[config.mk]
export PLATFORM = sky130hd
export DESIGN_NAME = resistor_ladder_button_decoder
export DESIGN_NICKNAME = d
export VERILOG_FILES = /design/src/rtl/rlbd_pkg.sv /design/src/rtl/resistor_ladder_button_decoder.sv /design/src/rtl/rlbd_classify.sv /design/src/rtl/rlbd_tracker.sv
export SDC_FILE = /design/constraint.sdc
export NUM_CORES = 1
export LEC_CHECK = 0
export BUFFER_PORTS_ARGS = -buffer_cell sky130_fd_sc_hd__clkbuf_2
export CAP_MARGIN = 20
export CORE_AREA = 8 8 163 165
export CTS_CLUSTER_SIZE = 10
export DETAILED_ROUTE_END_ITERATION = 7
export DIE_AREA = 0 0 171 173
export PLACE_DENSITY = 0.69
export SETUP_SLACK_MARGIN = 0.3
export SLEW_MARGIN = 20
export SYNTH_ARGS = -nofsm -noshare
export SYNTH_HDL_FRONTEND = slang
export SYNTH_SLANG_ARGS = --single-unit
[constraint.sdc]
create_clock -name clk -period 12.65 [get_ports clk]
set_input_delay 2.53 -clock clk [delete_from_list [all_inputs] [get_ports clk]]
set_output_delay 2.53 -clock clk [all_outputs]
set_load 0.005 [all_outputs]
[src/rtl/rlbd_pkg.sv]
package rlbd_pkg;

    localparam int NUM_RANGES = 4;
    localparam int SAMPLE_W   = 10;
    localparam int SUM_W      = SAMPLE_W + 2;
    localparam int RANGE_W    = 2 * SAMPLE_W;
    localparam int USED_W     = 3;
    localparam int BTN_W      = 3;
    localparam int IDX_W      = 2;
    localparam int CNT_W      = 16;
    localparam int CFG_IDX_W  = 3;

    // button code one past the last range means "no button"
    localparam logic [BTN_W-1:0] BTN_NONE = 3'd4;

    // configuration register indexes
    localparam logic [CFG_IDX_W-1:0] REG_RANGE0       = 3'd0;
    localparam logic [CFG_IDX_W-1:0] REG_RANGE1       = 3'd1;
    localparam logic [CFG_IDX_W-1:0] REG_RANGE2       = 3'd2;
    localparam logic [CFG_IDX_W-1:0] REG_RANGE3       = 3'd3;
    localparam logic [CFG_IDX_W-1:0] REG_ADC_MAX      = 3'd4;
    localparam logic [CFG_IDX_W-1:0] REG_BUTTONS_USED = 3'd5;
    localparam logic [CFG_IDX_W-1:0] REG_LONG_PRESS   = 3'd6;

    typedef enum logic [1:0] {
        EV_PRESS   = 2'd0,
        EV_RELEASE = 2'd1,
        EV_LONG    = 2'd2
    } event_kind_t;

    typedef struct packed {
        event_kind_t           kind;
        logic [IDX_W-1:0]      idx;
    } event_t;

    typedef struct packed {
        logic [NUM_RANGES-1:0][RANGE_W-1:0] ranges;
        logic [SAMPLE_W-1:0]                adc_max;
        logic [USED_W-1:0]                  buttons_used;
        logic [CNT_W-1:0]                   long_press_scans;
    } cfg_t;

endpackage

[src/rtl/resistor_ladder_button_decoder.sv]
// Channel   | Direction | Fields (lowest bit up)
// s_axis    | in        | tdata: sample_a, sample_b, sample_c, sample_d (10 bits each)
// m_axis    | out       | tdata: button_index[1:0], zero pad; tuser: event_kind[1:0]
// cfg       | in        | cfg_we / cfg_index / cfg_data, written on the clock edge
//
// One scan per cycle sustained while the output is not stalled. A scan is
// caught in the input register; once the output register is free or drained,
// the sample sum, range compares and debounce update load the result register.
// Zero or one transaction out per scan.
// Reset (rst_n, async low) restores register defaults and the debounce state.
// While a result waits (m_tvalid high, m_tready low) the input stage holds,
// whether or not the waiting scan would make a result.
module resistor_ladder_button_decoder (
    input  logic        clk,
    input  logic        rst_n,
    input  logic        s_tvalid,
    output logic        s_tready,
    input  logic [39:0] s_tdata,   // sample_a, sample_b, sample_c, sample_d
    output logic        m_tvalid,
    input  logic        m_tready,
    output logic [7:0]  m_tdata,   // button_index[1:0], zeros[7:2]
    output logic [1:0]  m_tuser,   // event_kind[1:0]
    input  logic        cfg_we,
    input  logic [2:0]  cfg_index,
    input  logic [19:0] cfg_data
);

    rlbd_pkg::cfg_t                  cfg_reg;
    logic                            in_valid_reg, in_valid_next;
    logic [39:0]                     in_data_reg;
    logic                            in_accept;
    logic                            proc;
    logic [rlbd_pkg::BTN_W-1:0]      btn;
    rlbd_pkg::event_t                ev;

    assign proc          = in_valid_reg && (!m_tvalid || m_tready);
    assign s_tready      = !in_valid_reg || proc;
    assign in_accept     = s_tvalid && s_tready;
    assign in_valid_next = in_accept ? 1'b1 : (proc ? 1'b0 : in_valid_reg);

    always_ff @(posedge clk or negedge rst_n)
    begin
        if (!rst_n)
        begin
            in_valid_reg <= 1'b0;
        end
        else
        begin
            in_valid_reg <= in_valid_next;
        end
    end

    always_ff @(posedge clk)
    begin
        if (in_accept)
        begin
            in_data_reg <= s_tdata;
        end
    end

    always_ff @(posedge clk or negedge rst_n)
    begin
        if (!rst_n)
        begin
            cfg_reg.ranges           <= '0;
            cfg_reg.adc_max          <= 10'd1023;
            cfg_reg.buttons_used     <= 3'd4;
            cfg_reg.long_press_scans <= 16'd100;
        end
        else if (cfg_we)
        begin
            unique case (cfg_index)
                rlbd_pkg::REG_RANGE0:       cfg_reg.ranges[0] <= cfg_data;
                rlbd_pkg::REG_RANGE1:       cfg_reg.ranges[1] <= cfg_data;
                rlbd_pkg::REG_RANGE2:       cfg_reg.ranges[2] <= cfg_data;
                rlbd_pkg::REG_RANGE3:       cfg_reg.ranges[3] <= cfg_data;
                rlbd_pkg::REG_ADC_MAX:      cfg_reg.adc_max <= cfg_data[9:0];
                rlbd_pkg::REG_BUTTONS_USED: cfg_reg.buttons_used <= cfg_data[2:0];
                rlbd_pkg::REG_LONG_PRESS:   cfg_reg.long_press_scans <= cfg_data[15:0];
                default: ;
            endcase
        end
    end

    rlbd_classify u_classify (
        .sample_a (in_data_reg[9:0]),
        .sample_b (in_data_reg[19:10]),
        .sample_c (in_data_reg[29:20]),
        .sample_d (in_data_reg[39:30]),
        .cfg      (cfg_reg),
        .btn      (btn)
    );

    rlbd_tracker u_tracker (
        .clk              (clk),
        .rst_n            (rst_n),
        .step             (proc),
        .btn              (btn),
        .long_press_scans (cfg_reg.long_press_scans),
        .out_ready        (m_tready),
        .out_valid        (m_tvalid),
        .out_event        (ev)
    );

    assign m_tdata = {6'b0, ev.idx};
    assign m_tuser = ev.kind;

endmodule

[src/rtl/rlbd_classify.sv]
module rlbd_classify (
    input  logic [rlbd_pkg::SAMPLE_W-1:0] sample_a,
    input  logic [rlbd_pkg::SAMPLE_W-1:0] sample_b,
    input  logic [rlbd_pkg::SAMPLE_W-1:0] sample_c,
    input  logic [rlbd_pkg::SAMPLE_W-1:0] sample_d,
    input  rlbd_pkg::cfg_t                cfg,
    output logic [rlbd_pkg::BTN_W-1:0]    btn
);

    logic [rlbd_pkg::SUM_W-1:0]      sum;
    logic [rlbd_pkg::SAMPLE_W-1:0]   avg;
    logic [rlbd_pkg::NUM_RANGES-1:0] hit;

    assign sum = rlbd_pkg::SUM_W'(sample_a) + rlbd_pkg::SUM_W'(sample_b)
               + rlbd_pkg::SUM_W'(sample_c) + rlbd_pkg::SUM_W'(sample_d);
    assign avg = sum[rlbd_pkg::SUM_W-1:2];

    always_comb
    begin
        for (int i = 0; i < rlbd_pkg::NUM_RANGES; i++)
        begin
            hit[i] = (rlbd_pkg::USED_W'(i) < cfg.buttons_used)
                  && (avg > cfg.ranges[i][rlbd_pkg::SAMPLE_W-1:0])
                  && (avg < cfg.ranges[i][rlbd_pkg::RANGE_W-1:rlbd_pkg::SAMPLE_W]);
        end
    end

    // lowest index wins on overlap
    always_comb
    begin
        btn = rlbd_pkg::BTN_NONE;
        if (avg <= cfg.adc_max)
        begin
            for (int i = rlbd_pkg::NUM_RANGES - 1; i >= 0; i--)
            begin
                if (hit[i])
                begin
                    btn = rlbd_pkg::BTN_W'(i);
                end
            end
        end
    end

endmodule

[src/rtl/rlbd_tracker.sv]
module rlbd_tracker (
    input  logic                        clk,
    input  logic                        rst_n,
    input  logic                        step,
    input  logic [rlbd_pkg::BTN_W-1:0]  btn,
    input  logic [rlbd_pkg::CNT_W-1:0]  long_press_scans,
    input  logic                        out_ready,
    output logic                        out_valid,
    output rlbd_pkg::event_t            out_event
);

    logic                        phase_reg, phase_next;
    logic [rlbd_pkg::BTN_W-1:0]  cand_reg, cand_next;
    logic [rlbd_pkg::BTN_W-1:0]  acc_reg, acc_next;
    logic                        long_fired_reg, long_fired_next;
    logic [rlbd_pkg::CNT_W-1:0]  scans_reg, scans_next;
    logic                        out_valid_reg, out_valid_next;
    rlbd_pkg::event_t            out_event_reg, out_event_next;

    logic [rlbd_pkg::CNT_W-1:0]  scans_inc;
    logic                        emit;
    rlbd_pkg::event_t            ev;

    assign scans_inc = (scans_reg == {rlbd_pkg::CNT_W{1'b1}})
                     ? scans_reg : scans_reg + rlbd_pkg::CNT_W'(1);

    always_comb
    begin
        phase_next      = phase_reg;
        cand_next       = cand_reg;
        acc_next        = acc_reg;
        long_fired_next = long_fired_reg;
        scans_next      = scans_reg;
        emit            = 1'b0;
        ev.kind         = rlbd_pkg::EV_PRESS;
        ev.idx          = btn[rlbd_pkg::IDX_W-1:0];
        if (step)
        begin
            scans_next = scans_inc;
            if (!phase_reg && btn != acc_reg)
            begin
                cand_next  = btn;
                phase_next = 1'b1;
            end
            else if (phase_reg)
            begin
                phase_next = 1'b0;
                if (btn == cand_reg)
                begin
                    acc_next = btn;
                    if (btn == rlbd_pkg::BTN_NONE)
                    begin
                        emit    = !long_fired_reg && (acc_reg != rlbd_pkg::BTN_NONE);
                        ev.kind = rlbd_pkg::EV_RELEASE;
                        ev.idx  = acc_reg[rlbd_pkg::IDX_W-1:0];
                    end
                    else
                    begin
                        emit            = 1'b1;
                        scans_next      = '0;
                        long_fired_next = 1'b0;
                    end
                end
            end
            else if (btn != rlbd_pkg::BTN_NONE && scans_inc >= long_press_scans)
            begin
                // held button: periodic long-press, counter restarts
                emit            = 1'b1;
                scans_next      = '0;
                long_fired_next = 1'b1;
                ev.kind         = rlbd_pkg::EV_LONG;
                ev.idx          = acc_reg[rlbd_pkg::IDX_W-1:0];
            end
        end
    end

    // step is only given while the output register is free or being drained
    assign out_valid_next = emit ? 1'b1 : (out_ready ? 1'b0 : out_valid_reg);
    assign out_event_next = emit ? ev : out_event_reg;

    always_ff @(posedge clk or negedge rst_n)
    begin
        if (!rst_n)
        begin
            phase_reg      <= 1'b0;
            cand_reg       <= rlbd_pkg::BTN_NONE;
            acc_reg        <= rlbd_pkg::BTN_NONE;
            long_fired_reg <= 1'b0;
            scans_reg      <= '0;
            out_valid_reg  <= 1'b0;
        end
        else
        begin
            phase_reg      <= phase_next;
            cand_reg       <= cand_next;
            acc_reg        <= acc_next;
            long_fired_reg <= long_fired_next;
            scans_reg      <= scans_next;
            out_valid_reg  <= out_valid_next;
        end
    end

    always_ff @(posedge clk)
    begin
        out_event_reg <= out_event_next;
    end

    assign out_valid = out_valid_reg;
    assign out_event = out_event_reg;

endmodule

==> impl_results.md <==
- Maximum vdd drop: approximately 0.093 mV
- Worst reg2reg path depth: 28
- Slew Viols, Final: 0
- Crit Reg-Reg Endpoint: u_tracker.scans_reg[2]
- Initial antenna violation count: 0
- R2r setup slk: approximately 5.5 ns
- Worst-Margin Slew: 1.05 ns
- Finished Layout Cells: 1463
- Via Count: between 7000 and 8000
- Die area: 29600 µm²
- CTS Buf Count: 17
- Share of flip-flops with an asynchronous set or reset: 75.4%
- Hold EP: cfg_reg[59]
- # clock sinks: between 150 and 200
- Sequential area share after synthesis: about 44%
- Outcome: finished clean
- WS Path Type: reg -> reg
- Hpwl dp: around 17000 µm
- Prevailing post-synth register cell: dfrtp_1
- Delay-heaviest family, CP: compound AO/OA/AOI/OAI gates
- CTS clk-pin slew, worst paths: about 0.070 ns
- CTS root buffer: clkbuf_16
- Tmin final: between 7 and 8 ns
- FF+latch count, synth: approximately 180
- Final WL: between 20000 and 25000 µm
- Slowest stage delay, CP: 0.56 ns
- Hold path cells: 1
- Worst-path fanout max: 15
- Setup Buffers After CTS: 0
- I/O Pins: 80
- Final setup viols: 0
- Die W: ~170 µm
- First-pass GRT wire length: between 30000 and 40000 µm
- Layout cells sized above 1: 18.1%
- Total of max-cap violations: 0
- Max FFs per register: 109
- Commonest non-fill, non-tap cell in the layout: inv_1
- Clock buffer depth: 2
- Core area: 24000 µm²
- Avg Inst Size Synth: approximately 10 µm²
- Row count: 57
- PostCTS Resize Cnt: 0
- Final count of hold timing violations: 0
- GRT overflow: 0
- Final period utilization: 56.6%
- Vias in the first global route: 7575
- Die Y: around 170 µm
- Skew final: between 0.007 and 0.008 ns
- ANT cells: 0
- CTS Hold Bufs: 0
- Area growth, synth to finish: 12.6%
- Setup TNS: 0 ns
- Warnings from Yosys: 0
- Slowest cell on crit path: o21ai_2
- Max-slew headroom: 29.5%
- Total GRT Usage: about 16%
- Power per cell area: 230 nW/µm²
- Post-DRT Antenna Nets: 0
- Required @ worst endpoint: ~13 ns
- # nets final: between 1000 and 1500
- R2r startpoint: in_data_reg[1]
- CP Capture Type: flop
- Synth Instances: around 1000
- Worst hold path class: reg -> reg
- Largest net degree at the start of global routing: between 70 and 80
- Min-Delay Startpoint: cfg_reg[59]
- Most frequent cells in the layout: 149 x inv_1, 123 x ha_1, 119 x dfrtp_1
- Placed cells: 1431
- H-tree depth: 4
- Starting Density: roughly 44%
- F_max: between 100 and 150 MHz
- Category of the worst setup path launch point: flop
- 1st-pass router iterations: 5
- Post-Syn Area: 10600 µm²
- GPL Wtd Cong: around 0.86
- CTS tree: done
- WL/cell: between 15 and 20 µm
- RSZ-0062 raised after global routing: no
- Most frequent CP cell: a21oi_1
- Post-synth EDFFs: 44
- Vias per cell: 5.15
- Starting DRT DRC Count: around 430
- Synth unique cells: between 60 and 70
- DRC Markers: 0
- CP arrival: 7.48 ns
- Worst Path Buf+Inv: 1
- Worst-skew pair later-pin latency: around 0.44 ns
- Input/output buffers: 73
- LEAKAGE: 5.65 nW
==> worst max path at each step <==
| stage | startpoint | cells after the start | endpoint | slack (ns) |
|---|---|---|---|---|
| finish | in_data_reg[1] | 28 | u_tracker.scans_reg[2] | 5.49 |
| global placement | in_data_reg[1] | 28 | u_tracker.scans_reg[2] | 5.66 |
| CTS | in_data_reg[1] | 28 | u_tracker.scans_reg[2] | 5.45 |
| detailed placement | in_data_reg[1] | 28 | u_tracker.scans_reg[2] | 5.49 |
| floorplan | in_data_reg[1] | 27 | u_tracker.out_event[0] | 6.47 |
| global route | in_data_reg[1] | 28 | u_tracker.scans_reg[2] | 4.93 |
==> stage by stage <==
stage | utilization (%) | total power, W | setup WS (ns) | hold slack [ns] | area [µm²]
after floorplan | - | 0.00182 | 6.47 | 0.460 | 10700
after global placement | 47.6 | 0.00218 | 5.66 | 0.481 | 11400
after detailed placement | 47.6 | 0.00223 | 5.49 | 0.487 | 11400
after CTS | 50.0 | 0.00277 | 5.45 | 0.503 | 12000
after global routing | 50.0 | 0.00300 | 4.93 | 0.520 | 12000
final | 50.0 | 0.00276 | 5.49 | 0.500 | 12000
==> power breakdown <==
part | leakage (nW) | switching (W) | total, W | internal, W
clock | 0.263 | 0.000244 | 0.000521 | 0.000278
sequential | 2.05 | 0.0000665 | 0.000787 | 0.000720
combinational | 3.33 | 0.000845 | 0.00145 | 0.000603
==> synthesized netlist by cell type (all sizes together), types with 3 or more instances <==
master | instances | area [µm²]
inv | 149 | 559
ha | 123 | 1540
dfrtp | 119 | 2980
nand2 | 110 | 413
o21ai | 96 | 492
mux2 | 51 | 574
a21oi | 49 | 249
edfxtp | 44 | 1320
nand3 | 29 | 145
nor2 | 23 | 88.8
a21o | 20 | 150
clkbuf | 20 | 75.1
xnor2 | 17 | 149
dfstp | 16 | 420
nand2b | 15 | 93.8
nand4 | 14 | 87.6
nor3 | 13 | 76.3
fa | 11 | 220
nor2b | 11 | 68.8
o21bai | 10 | 86.3
xor2 | 10 | 87.6
buf | 9 | 66.3
and2 | 8 | 50.1
o211ai | 8 | 70.1
a211oi | 7 | 62.6
and3 | 6 | 37.5
o21a | 6 | 45.0
or3 | 6 | 37.5
a31oi | 5 | 31.3
nor4 | 5 | 37.5
a211o | 3 | 35.0
nand4b | 3 | 26.3
==> metal layers <==
metal  wire (µm)  vias up  track usage [%]
li1            -     3760                -
met1       10500     3561             21.3
met2       10600      176             25.4
met3        1010       39             3.60
met4         476        0             5.26
met5           0        -                0
==> cells by family (layout without fill, tap and decap cells) <==
logic type | count (synthesis) | in the layout | synth area share, %
AND/OR/NAND/NOR | 252 | 252 | 11.6
buffers and inverters | 178 | 267 | 6.58
adder cells (fa/ha/maj) | 134 | 134 | 16.5
AO/OA/AOI/OAI | 222 | 222 | 13.2
multiplexers | 52 | 52 | 5.49
flip-flops | 179 | 179 | 44.3
other | 1 | 6 | 0.0352
XOR/XNOR | 27 | 27 | 2.22
==> area by class of cell <==
| type | instances | area [µm²] |
|---|---|---|
| multi-input combinational | 693 | 5260 |
| clock inverter | 14 | 146 |
| tap | 324 | 405 |
| timing repair buffer | 86 | 465 |
| inverter | 149 | 559 |
| fill | 2181 | 12000 |
| sequential | 179 | 4720 |
| clock buffer | 18 | 429 |
==> worst reg2reg max path, delay by kind of cell, from the launching register on <==
kind	cells	cell delay, ns
compound gates	16	3.68
xor+xnor	1	0.46
fa+ha+maj	4	1.54
buf+inv	1	0.04
flops	1	0.43
simple gates	6	0.91
(Power assumes the default switching activity.)
